[src/design/bts_pkg.sv]
`default_nettype none
package bts_pkg;

  localparam int TEMP_WIDTH = 12;
  localparam int OFS_WIDTH  = 8;
  localparam int CNT_WIDTH  = 4;
  localparam int STEP_WIDTH = 8;

  localparam int TEMP_MIN = -(2 ** (TEMP_WIDTH - 1));
  localparam int TEMP_MAX = (2 ** (TEMP_WIDTH - 1)) - 1;

  // stream data width, padded to whole bytes
  localparam int TDATA_WIDTH = ((TEMP_WIDTH + 7) / 8) * 8;

  // APB
  localparam int APB_DATA_WIDTH = 32;
  localparam int APB_ADDR_WIDTH = 5;
  localparam int REG_IDX_WIDTH  = 3;

  localparam logic [REG_IDX_WIDTH-1:0] REG_VALID_MIN = 3'd0;
  localparam logic [REG_IDX_WIDTH-1:0] REG_VALID_MAX = 3'd1;
  localparam logic [REG_IDX_WIDTH-1:0] REG_OFFSET    = 3'd2;
  localparam logic [REG_IDX_WIDTH-1:0] REG_WARMUP    = 3'd3;
  localparam logic [REG_IDX_WIDTH-1:0] REG_MAX_STEP  = 3'd4;

  typedef logic signed [TEMP_WIDTH-1:0] temp_t;
  typedef logic signed [OFS_WIDTH-1:0]  ofs_t;
  typedef logic        [CNT_WIDTH-1:0]  cnt_t;
  typedef logic        [STEP_WIDTH-1:0] step_t;

  typedef struct packed {
    temp_t valid_min;
    temp_t valid_max;
    ofs_t  offset;
    cnt_t  warmup_reads;
    step_t max_step;
  } cfg_t;

  typedef struct packed {
    temp_t value;
    logic  has_value;
    cnt_t  count;
  } state_t;

  localparam temp_t RST_VALID_MIN = TEMP_WIDTH'(200);
  localparam temp_t RST_VALID_MAX = TEMP_WIDTH'(450);
  localparam ofs_t  RST_OFFSET    = OFS_WIDTH'(30);
  localparam cnt_t  RST_WARMUP    = CNT_WIDTH'(3);
  localparam step_t RST_MAX_STEP  = STEP_WIDTH'(2);

endpackage
`default_nettype wire

[src/design/bts_cfg.sv]
`default_nettype none
module bts_cfg (
  input  wire logic                                 clk,
  input  wire logic                                 rst_n,
  input  wire logic                                 psel,
  input  wire logic                                 penable,
  input  wire logic                                 pwrite,
  input  wire logic [bts_pkg::APB_ADDR_WIDTH-1:0]   paddr,
  input  wire logic [bts_pkg::APB_DATA_WIDTH-1:0]   pwdata,
  output logic      [bts_pkg::APB_DATA_WIDTH-1:0]   prdata,
  output logic                                      pready,
  output bts_pkg::cfg_t                             cfg
);
  import bts_pkg::*;

  cfg_t                     cfg_r;
  logic                     wr_en;
  logic [REG_IDX_WIDTH-1:0] idx;

  assign pready = 1'b1;
  assign wr_en  = psel & penable & pwrite;
  assign idx    = paddr[APB_ADDR_WIDTH-1:2];
  assign cfg    = cfg_r;

  always_ff @(posedge clk) begin
    if (!rst_n) begin
      cfg_r.valid_min    <= RST_VALID_MIN;
      cfg_r.valid_max    <= RST_VALID_MAX;
      cfg_r.offset       <= RST_OFFSET;
      cfg_r.warmup_reads <= RST_WARMUP;
      cfg_r.max_step     <= RST_MAX_STEP;
    end else if (wr_en) begin
      unique case (idx)
        REG_VALID_MIN: cfg_r.valid_min    <= pwdata[TEMP_WIDTH-1:0];
        REG_VALID_MAX: cfg_r.valid_max    <= pwdata[TEMP_WIDTH-1:0];
        REG_OFFSET:    cfg_r.offset       <= pwdata[OFS_WIDTH-1:0];
        REG_WARMUP:    cfg_r.warmup_reads <= pwdata[CNT_WIDTH-1:0];
        REG_MAX_STEP:  cfg_r.max_step     <= pwdata[STEP_WIDTH-1:0];
        default: ;
      endcase
    end
  end

  always_comb begin
    unique case (idx)
      REG_VALID_MIN: prdata = APB_DATA_WIDTH'(cfg_r.valid_min);
      REG_VALID_MAX: prdata = APB_DATA_WIDTH'(cfg_r.valid_max);
      REG_OFFSET:    prdata = APB_DATA_WIDTH'(cfg_r.offset);
      REG_WARMUP:    prdata = APB_DATA_WIDTH'(cfg_r.warmup_reads);
      REG_MAX_STEP:  prdata = APB_DATA_WIDTH'(cfg_r.max_step);
      default:       prdata = '0;
    endcase
  end

endmodule
`default_nettype wire

[src/design/bts_update.sv]
`default_nettype none
module bts_update (
  input  wire bts_pkg::cfg_t    cfg,
  input  wire bts_pkg::state_t  st,
  input  wire bts_pkg::temp_t   reading,
  input  wire logic             reading_ok,
  output bts_pkg::state_t       st_nxt,
  output bts_pkg::temp_t        res_value,
  output logic                  res_valid
);
  import bts_pkg::*;

  localparam int SW = TEMP_WIDTH + 1;  // sum of two temps
  localparam int EW = TEMP_WIDTH + 4;  // 7*prev + new
  localparam int DW = TEMP_WIDTH + 2;  // slew compare

  localparam logic signed [SW-1:0] MIN_EXT = SW'(TEMP_MIN);
  localparam logic signed [SW-1:0] MAX_EXT = SW'(TEMP_MAX);

  logic                 reject;
  logic signed [SW-1:0] sum;
  temp_t                corr;
  logic signed [SW-1:0] avg_sum;
  logic signed [SW-1:0] avg_adj;
  temp_t                avg;
  logic signed [EW-1:0] prev_e;
  logic signed [EW-1:0] ema_sum;
  logic signed [EW-1:0] ema_adj;
  temp_t                target;
  logic signed [DW-1:0] prev_d;
  logic signed [DW-1:0] tgt_d;
  logic signed [DW-1:0] step_d;
  logic signed [DW-1:0] up_d;
  logic signed [DW-1:0] dn_d;
  temp_t                slewed;
  logic                 warming;

  assign reject = !reading_ok || (reading < cfg.valid_min) || (reading > cfg.valid_max);

  always_comb begin
    sum = SW'(reading) + SW'(cfg.offset);
    if (sum > SW'(cfg.valid_max)) begin
      corr = cfg.valid_max;
    end else if (sum > MAX_EXT) begin
      corr = TEMP_WIDTH'(TEMP_MAX);
    end else if (sum < MIN_EXT) begin
      corr = TEMP_WIDTH'(TEMP_MIN);
    end else begin
      corr = sum[TEMP_WIDTH-1:0];
    end
  end

  // pairwise average, truncated toward zero
  assign avg_sum = SW'(st.value) + SW'(corr);
  assign avg_adj = avg_sum + {{(SW-1){1'b0}}, avg_sum[SW-1]};
  assign avg     = avg_adj[TEMP_WIDTH:1];

  // (7*prev + new) / 8, truncated toward zero
  assign prev_e  = EW'(st.value);
  assign ema_sum = (prev_e <<< 3) - prev_e + EW'(corr);
  assign ema_adj = ema_sum + (ema_sum[EW-1] ? EW'(7) : EW'(0));
  assign target  = ema_adj[TEMP_WIDTH+2:3];

  assign prev_d = DW'(st.value);
  assign tgt_d  = DW'(target);
  assign step_d = $signed({{(DW-STEP_WIDTH){1'b0}}, cfg.max_step});
  assign up_d   = prev_d + step_d;
  assign dn_d   = prev_d - step_d;

  always_comb begin
    if (tgt_d > up_d) begin
      slewed = up_d[TEMP_WIDTH-1:0];
    end else if (tgt_d + step_d < prev_d) begin
      slewed = dn_d[TEMP_WIDTH-1:0];
    end else begin
      slewed = target;
    end
  end

  assign warming = st.count < cfg.warmup_reads;

  always_comb begin
    st_nxt    = st;
    res_valid = st.has_value;
    if (!reject) begin
      st_nxt.has_value = 1'b1;
      if (warming) begin
        st_nxt.count = st.count + CNT_WIDTH'(1);
        st_nxt.value = st.has_value ? avg : corr;
        res_valid    = 1'b0;
      end else begin
        st_nxt.value = st.has_value ? slewed : corr;
        res_valid    = 1'b1;
      end
    end
    res_value = res_valid ? st_nxt.value : '0;
  end

endmodule
`default_nettype wire

[src/design/body_temperature_smoother.sv]
// An accepted word enters the input register, its result the result register.
// Throughput: one word per cycle unless out_tready stalls; input and result
// registers form a two-stage pipeline with the update logic between them.
// Reset (synchronous, rst_n low): pipeline emptied, smoothed value, has-value
// flag and warm-up count cleared, registers back to their reset values.
`default_nettype none
module body_temperature_smoother (
  input  wire logic                                clk,
  input  wire logic                                rst_n,
  input  wire logic                                in_tvalid,
  output logic                                     in_tready,
  input  wire logic [bts_pkg::TDATA_WIDTH-1:0]     in_tdata,   // [11:0] reading_x10
  input  wire logic                                in_tuser,   // [0] reading_ok
  output logic                                     out_tvalid,
  input  wire logic                                out_tready,
  output logic      [bts_pkg::TDATA_WIDTH-1:0]     out_tdata,  // [11:0] smoothed_x10
  output logic                                     out_tuser,  // [0] smoothed_valid
  input  wire logic                                cfg_psel,
  input  wire logic                                cfg_penable,
  input  wire logic                                cfg_pwrite,
  input  wire logic [bts_pkg::APB_ADDR_WIDTH-1:0]  cfg_paddr,
  input  wire logic [bts_pkg::APB_DATA_WIDTH-1:0]  cfg_pwdata,
  output logic      [bts_pkg::APB_DATA_WIDTH-1:0]  cfg_prdata,
  output logic                                     cfg_pready
);
  import bts_pkg::*;

  cfg_t   cfg;
  state_t st_r;
  state_t st_nxt;
  temp_t  res_value;
  logic   res_valid;

  logic   s1_valid_r;
  temp_t  s1_reading_r;
  logic   s1_ok_r;
  logic   out_valid_r;
  temp_t  out_value_r;
  logic   out_flag_r;

  logic   out_load;
  logic   s1_adv;

  bts_cfg u_cfg (
    .clk     (clk),
    .rst_n   (rst_n),
    .psel    (cfg_psel),
    .penable (cfg_penable),
    .pwrite  (cfg_pwrite),
    .paddr   (cfg_paddr),
    .pwdata  (cfg_pwdata),
    .prdata  (cfg_prdata),
    .pready  (cfg_pready),
    .cfg     (cfg)
  );

  bts_update u_update (
    .cfg        (cfg),
    .st         (st_r),
    .reading    (s1_reading_r),
    .reading_ok (s1_ok_r),
    .st_nxt     (st_nxt),
    .res_value  (res_value),
    .res_valid  (res_valid)
  );

  assign out_load  = !out_valid_r || out_tready;
  assign s1_adv    = s1_valid_r && out_load;
  assign in_tready = !s1_valid_r || out_load;

  always_ff @(posedge clk) begin
    if (!rst_n) begin
      s1_valid_r <= 1'b0;
    end else if (in_tready) begin
      s1_valid_r <= in_tvalid;
    end
  end

  always_ff @(posedge clk) begin
    if (in_tvalid && in_tready) begin
      s1_reading_r <= in_tdata[TEMP_WIDTH-1:0];
      s1_ok_r      <= in_tuser;
    end
  end

  always_ff @(posedge clk) begin
    if (!rst_n) begin
      st_r        <= '0;
      out_valid_r <= 1'b0;
    end else begin
      if (out_load) begin
        out_valid_r <= s1_valid_r;
      end
      if (s1_adv) begin
        st_r <= st_nxt;
      end
    end
  end

  always_ff @(posedge clk) begin
    if (s1_adv) begin
      out_value_r <= res_value;
      out_flag_r  <= res_valid;
    end
  end

  assign out_tvalid = out_valid_r;
  assign out_tdata  = TDATA_WIDTH'(unsigned'(out_value_r));
  assign out_tuser  = out_flag_r;

  // a result marked not valid carries a zero value
  a_invalid_zero: assert property (@(posedge clk) disable iff (!rst_n)
    (out_tvalid && !out_tuser) |-> (out_tdata == '0))
    else $error("invalid result with nonzero value");

  // any counted reading has stored a value
  a_count_has: assert property (@(posedge clk) disable iff (!rst_n)
    (st_r.count != '0) |-> st_r.has_value)
    else $error("warm-up count without stored value");

  // an item leaving the input register shows up as a result next cycle
  a_adv_out: assert property (@(posedge clk) disable iff (!rst_n)
    s1_adv |=> out_valid_r)
    else $error("advanced item lost");

endmodule
`default_nettype wire

[config.mk]
export PLATFORM = sky130hd
export DESIGN_NAME = body_temperature_smoother
export DESIGN_NICKNAME = d
export VERILOG_FILES = /design/src/design/bts_pkg.sv /design/src/design/bts_cfg.sv /design/src/design/bts_update.sv /design/src/design/body_temperature_smoother.sv
export SDC_FILE = /design/constraint.sdc
export NUM_CORES = 1
export LEC_CHECK = 0
export BUFFER_PORTS_ARGS = -buffer_cell sky130_fd_sc_hd__buf_2
export CAP_MARGIN = 10
export CORE_UTILIZATION = 35
export CTS_BUF_LIST = sky130_fd_sc_hd__clkbuf_16
export CTS_CLUSTER_SIZE = 40
export DETAILED_ROUTE_END_ITERATION = 10
export PLACE_DENSITY = 0.61
export SLEW_MARGIN = 10
export SYNTH_ARGS = -nofsm -noshare
export SYNTH_HDL_FRONTEND = slang
export SYNTH_SLANG_ARGS = --single-unit
[constraint.sdc]
create_clock -name clk -period 12.1 [get_ports clk]
set_input_delay 1.21 -clock clk [delete_from_list [all_inputs] [get_ports clk]]
set_output_delay 1.21 -clock clk [all_outputs]
set_load 0.01 [all_outputs]
# Word level (Yosys, flattened, before mapping)
# Cells that the tools add are included.
[word_totals] reg_bits=89 in_bits=61 word_cells=70 output_inout_bits=52
[classes] mux=14 n_eq_ne=4 n_addsub=10 n_reduce_logical=17 n_lt_le_gt_ge=8 bitwise_logic=3
[ops] op="one-hot mux 32 bit (5 select lines)" count=1
[ops] op="2-to-1 mux 12 bit" count=8
[ops] op="adder 12 x 9 -> 13 bit" count=2
[ops] op="2-to-1 mux 17 bit" count=1
[ops] op="adder 16 x 12 -> 16 bit" count=1
[ops] op="subtractor 15 x 12 -> 16 bit" count=1
[ops] op="adder 15 x 4 -> 15 bit" count=1
[ops] op="adder 12 x 12 -> 13 bit" count=1
[ops] op="adder 12 x 8 -> 13 bit" count=1
[ops] op="adder 13 x 1 -> 13 bit" count=1
[ops] op="greater-than comparator 12 x 13 -> 1 bit" count=1
[ops] op="greater-than comparator 13 x 12 -> 1 bit" count=1
[ops] op="greater-than comparator 13 x 12 -> 1 bit, second input constant" count=1
[ops] op="< comparator 13 x 12 -> 1 bit" count=1
[ops] op="< comparator 13 x 12 -> 1 bit, second input constant" count=1
[ops] op="greater-than comparator 12 bit" count=1
[ops] op="< comparator 12 bit" count=1
[ops] op="AND reduction 2 bit" count=6
[ops] op="subtractor 12 x 9 -> 12 bit" count=1
[ops] op="== test 3 x 2 -> 1 bit, second input constant" count=2
[ops] op="adder 4 x 1 -> 4 bit, second input constant" count=1
[ops] op="logical OR 1 bit" count=4
[ops] op="< comparator 4 bit" count=1
[ops] op="2-to-1 mux 4 bit" count=1
[ops] op="10 further kinds" count=15

# Depth between registers and ports, before layout
[depth] depth_word=15 mapped_depth=60

# Cells and area by module
# Synthesis repeated with hierarchy kept, for this count alone.
[unflattened] hier_cells=1294 hier_area_um2=10502.6
[by_module_without_submodules] mod="bts_update" instances=1 area_each_um2=6618.8 seq_area_each_um2=0.0 cells_per_inst=921
[by_module_without_submodules] mod="bts_cfg" instances=1 area_each_um2=2297.2 seq_area_each_um2=880.8 cells_per_inst=259
[by_module_without_submodules] mod="body_temperature_smoother" instances=1 area_each_um2=1586.5 seq_area_each_um2=1161.1 cells_per_inst=114

# Worst setup path after synthesis
# No wires, ideal clock.
[synth_timing] kind="reg2reg" from="register s1_reading_r[3]" to="register out_value_r[10], data pin" path_slack_ns=1.212 arrival_ns=10.617 path_buffers=3 period_less_slack_ns=10.888 stages_incl_launch_ff=55 path_cell_list="edfxtp_1 -> ha_1 -> or4_1 -> o221ai_2 -> a21oi_1 -> xnor2_2 -> inv_1 -> ha_1 -> and4_1 -> nand2b_1 -> o31a_1 -> nand2_1 -> clkbuf_1 -> o21ai_0 -> o22ai_1 -> inv_1 -> ha_1 -> ha_1 -> [... 19 more ...] -> nor2_1 -> nor2_1 -> o21ai_0 -> a221o_1 -> and2_1 -> o21ai_0 -> xor2_1 -> ha_1 -> a21o_1 -> a21oi_1 -> nand3b_1 -> a22oi_1 -> or2_2 -> buf_2 -> nor2_4 -> a211o_1 -> a221oi_1 -> a21oi_1"
[synth_via] elab_chain_cells=15 elab_cells_between_ends=26 classes_between="add/sub (6); order compare (7); mux (11); reduce/logical (2)"
[synth_lines] element="start: declaration" line="body_temperature_smoother.sv:35" text="temp_t s1_reading_r;"
[synth_lines] element="start signal: assignment" line="body_temperature_smoother.sv:81" text="s1_reading_r <= in_tdata[TEMP_WIDTH-1:0];"
[synth_lines] element="adder 12 x 8 -> 13 bit" line="bts_update.sv:41" text="sum = SW'(reading) + SW'(cfg.offset);"
[synth_lines] element="< comparator 13 x 12 -> 1 bit" line="bts_update.sv:46" text="end else if (sum < MIN_EXT) begin"
[synth_lines] element="2-to-1 mux 12 bit" line="bts_update.sv:46"
[synth_lines] element="2-to-1 mux 12 bit" line="bts_update.sv:44" text="end else if (sum > MAX_EXT) begin"
[synth_lines] element="2-to-1 mux 12 bit" line="bts_update.sv:42" text="if (sum > SW'(cfg.valid_max)) begin"
[synth_lines] element="adder 16 x 12 -> 16 bit" line="bts_update.sv:60" text="assign ema_sum = (prev_e <<< 3) - prev_e + EW'(corr);"
[synth_lines] element="2-to-1 mux 3 bit" line="bts_update.sv:61" text="assign ema_adj = ema_sum + (ema_sum[EW-1] ? EW'(7) : EW'(0));"
[synth_lines] element="adder 15 x 4 -> 15 bit" line="bts_update.sv:61"
[synth_lines] element="adder 12 x 9 -> 13 bit" line="bts_update.sv:73" text="end else if (tgt_d + step_d < prev_d) begin"
[synth_lines] element="< comparator 13 x 12 -> 1 bit" line="bts_update.sv:73"
[synth_lines] element="2-to-1 mux 12 bit" line="bts_update.sv:73"
[synth_lines] element="2-to-1 mux 12 bit" line="bts_update.sv:71" text="if (tgt_d > up_d) begin"
[synth_lines] element="2-to-1 mux 12 bit" line="bts_update.sv:92" text="st_nxt.value = st.has_value ? slewed : corr;"
[synth_lines] element="2-to-1 mux 12 bit" line="bts_update.sv:87" text="if (warming) begin"
[synth_lines] element="2-to-1 mux 17 bit" line="bts_update.sv:85" text="if (!reject) begin"
[synth_lines] element="end signal: assignment" line="body_temperature_smoother.sv:102" text="out_value_r <= res_value;"
[synth_lines] element="end: declaration" line="body_temperature_smoother.sv:38" text="temp_t out_value_r;"
# Parallel ways exist; a longest one is shown, timed or not.
# A chain may end at the register's enable or synchronous reset.

# Worst setup path after layout
[layout_timing] from="register s1_reading_r[0]" to="register out_value_r[0], data pin"
# Same word-level chain as after synthesis.

==> metrics.txt <==
status=finished, final reports clean; hold_ws=0.4853 ns; mux contribution to synthesized area=3.164%; share of layout cells above drive strength 1=17.93%; setup violators final=0; GR Layer Usage met3=3.799%; DIE HEIGHT=172.1 um; async set or reset register ratio after synthesis=0%; Cell Area, Placed=11170 um2; Max Clock Skew=0.008687 ns; CP Capture Type=register; Worst EP arrival=11.68 ns; Seq/Total Area, Yosys=20.17%; CTS tree=done; post-synth top area share=16.81%; post-route ant nets=0; post-synthesis compound-gate area fraction=25.53%; slowest stage delay, CP=0.48 ns; Post-synth top cells=ha_1, inv_1, nand2_1; worst setup margin=0.5049 ns; Final Cell Area=11720 um2; CP Class=reg2reg; Post-DP HPWL=25.27 mm; max_cap viols=0; Clock transition at path regs=0.07 ns; main combinational cell family by area after synthesis=compound AO/OA/AOI/OAI gates; drt via density=5.523; crit path launch type=register; Die Width=172.1 um; drt wl/cell=18.24 um; Post-Synth XOR/XNOR Area=5.957%; Final TNS setup=0 ns; std cell rows=61; most used cell, CP=buf_4; minimum clock period=11.60 ns; Synth area leader=ha_1; Slew Viols, Final=0; pwr/cell area=139.1 nW/um2; VDD IR max=93.01 uV; Bufs on Longest Clock Path=2; Crit path required time=12.18 ns; Yosys cell types=93; maximum clock rate=0.08624 GHz; Most Crowded Layer GR=met2; global route total overflow=0; Yosys warning count=0; gr usage total=21.62%; clk sinks=89; met2 usage=36.36%; M1 GR Usage=28.02%; clk_lat worst skew=0.36 ns; nets@finish=1570; Syn Area/Cell=8.151 um2; die footprint=29610 um2; clock root cell=clkbuf_16; RSZ-0062 raised after global routing=yes; Initial Utilization=36.04%; Syn Inst Count=1242; Top Ports=113; core area=28090 um2; total number of vias=9604; vias in the first global route=8931; most used flip-flop cell after synthesis=dfxtp_1; Post-Place Setup Slack=0.1568 ns; placer congestion estimate=0.9023; CP Max Fanout=12; post-synthesis adder-cell area fraction=20.17%; Worst-Margin Slew=1.259 ns; simple-gate share of the synthesized area=17.56%; number of synthesized flops with an enable pin=26; drt initial violations=688; CP max stage cell=fa_1; total power=1631 uW; DR pass1 iterations=5; P_leak=0.005015 uW; port bufs=81; total wire length=31.72 mm; initial antenna violation count=1; global-route wire length before repair=48.87 mm; Synth-to-Final Area Change=15.76%; Seq cells post-synth=89; count of final hold-check violations=0; Fillers=2907; CTS H-tree lvls=3; total CTS buffers=9; Mapped Area=10120 um2; Synth area leaders=ha_1, dfxtp_1, edfxtp_1, a21oi_1, xnor2_1; Worst slew margin=15.74%; Hold Crit Class=reg2reg; ANT cells=0; DRC Markers=0; pin count of the biggest net entering global routing=65; fin crit share=95.83%; top-count cell post-synth=ha_1; Post-CTS Hold Fix Bufs=0
-- routing by layer --
layer / share of wire, % / vias up
met3: 5.4 / 57
li1: - / 4717
met4: 2.5 / 2
met1: 45 / 4531
met2: 47 / 297
met5: 0.041 / -
-- state kept, by name, indices dropped and copies added, names as in the netlist --
name	flops
u_cfg.cfg	44
out_tvalid	1
s1_reading_r	12
s1_valid_r	1
out_value_r	12
s1_ok_r	1
out_tuser	1
st_r	17
-- stage by stage --
stage	utilization, %	std cells
floorplan	-	1245
global placement	39.79	1708
detailed placement	39.79	1708
CTS	40.86	1724
global route	41.72	1739
finish	41.72	1739
-- repair_timing --
| item | 4_1_cts | 5_1_grt |
|---|---|---|
| buffers inserted | 0 | 15 |
| hold endpoints to repair | 0 | 0 |
| setup endpoints to repair | 0 | 24 |
| resized for setup | 0 | 33 |
-- cell usage in the layout (no fill, tap or decap), types with 30 or more instances in the layout --
master / n
nor2b_1: 30
a21oi_1: 84
dfxtp_1: 63
buf_2: 81
ha_1: 130
inv_1: 101
nor2_1: 91
mux2i_1: 32
buf_4: 82
o21ai_0: 58
xnor2_1: 45
nand2_1: 97
-- worst max-delay path, delay by kind of cell, from the launching register on --
| kind | cells | cell delay (ns) |
|---|---|---|
| AO/OA/AOI/OAI | 27 | 4.81 |
| adder cells (fa/ha/maj) | 8 | 2.47 |
| AND/OR/NAND/NOR | 13 | 2.09 |
| buffers and inverters | 8 | 1.21 |
| flip-flops | 1 | 0.41 |
| XOR/XNOR | 2 | 0.30 |
-- cell type report --
class                      count  area [um2]  area share [%]
multi-input combinational    989        7477           63.81
sequential                    89        2042           17.42
timing repair buffer         164        1032           8.808
tap                          378       473.0           4.036
inverter                     103       391.6           3.342
clock buffer                   9       225.2           1.922
clock inverter                 7       77.57          0.6620
-- cell families (layout without fill, tap and decap cells) --
| logic type | count (synthesis) | after routing |
|---|---|---|
| AOI/OAI and AO/OA | 374 | 374 |
| xor gates and xnor gates | 68 | 68 |
| adders and majority gates | 153 | 153 |
| buffers and inverters | 167 | 283 |
| DFF | 89 | 89 |
| muxes | 32 | 32 |
| other | 2 | 5 |
| and+or+nand+nor | 357 | 357 |
-- where the power goes --
part	total [uW]	leakage, uW	internal (uW)	switching, uW
clock	299	0.000151	163	136
sequential	323	0.000761	314	9.21
combinational	1010	0.00410	450	558
-- final timing paths --
path / to / cells past startpoint / slack [ns] / start
setup / recovery: out_value_r[0]$_SDFFCE_PN0P_ / 58 / 0.50 / s1_reading_r[0]$_DFFE_PP_
hold / removal: u_cfg.cfg[40]$_SDFFE_PN0P_ / 2 / 0.49 / u_cfg.cfg[40]$_SDFFE_PN0P_
setup reg to reg: out_value_r[0]$_SDFFCE_PN0P_ / 58 / 0.50 / s1_reading_r[0]$_DFFE_PP_
hold reg to reg: u_cfg.cfg[40]$_SDFFE_PN0P_ / 2 / 0.49 / u_cfg.cfg[40]$_SDFFE_PN0P_
Power figures use the tool's default switching activity.
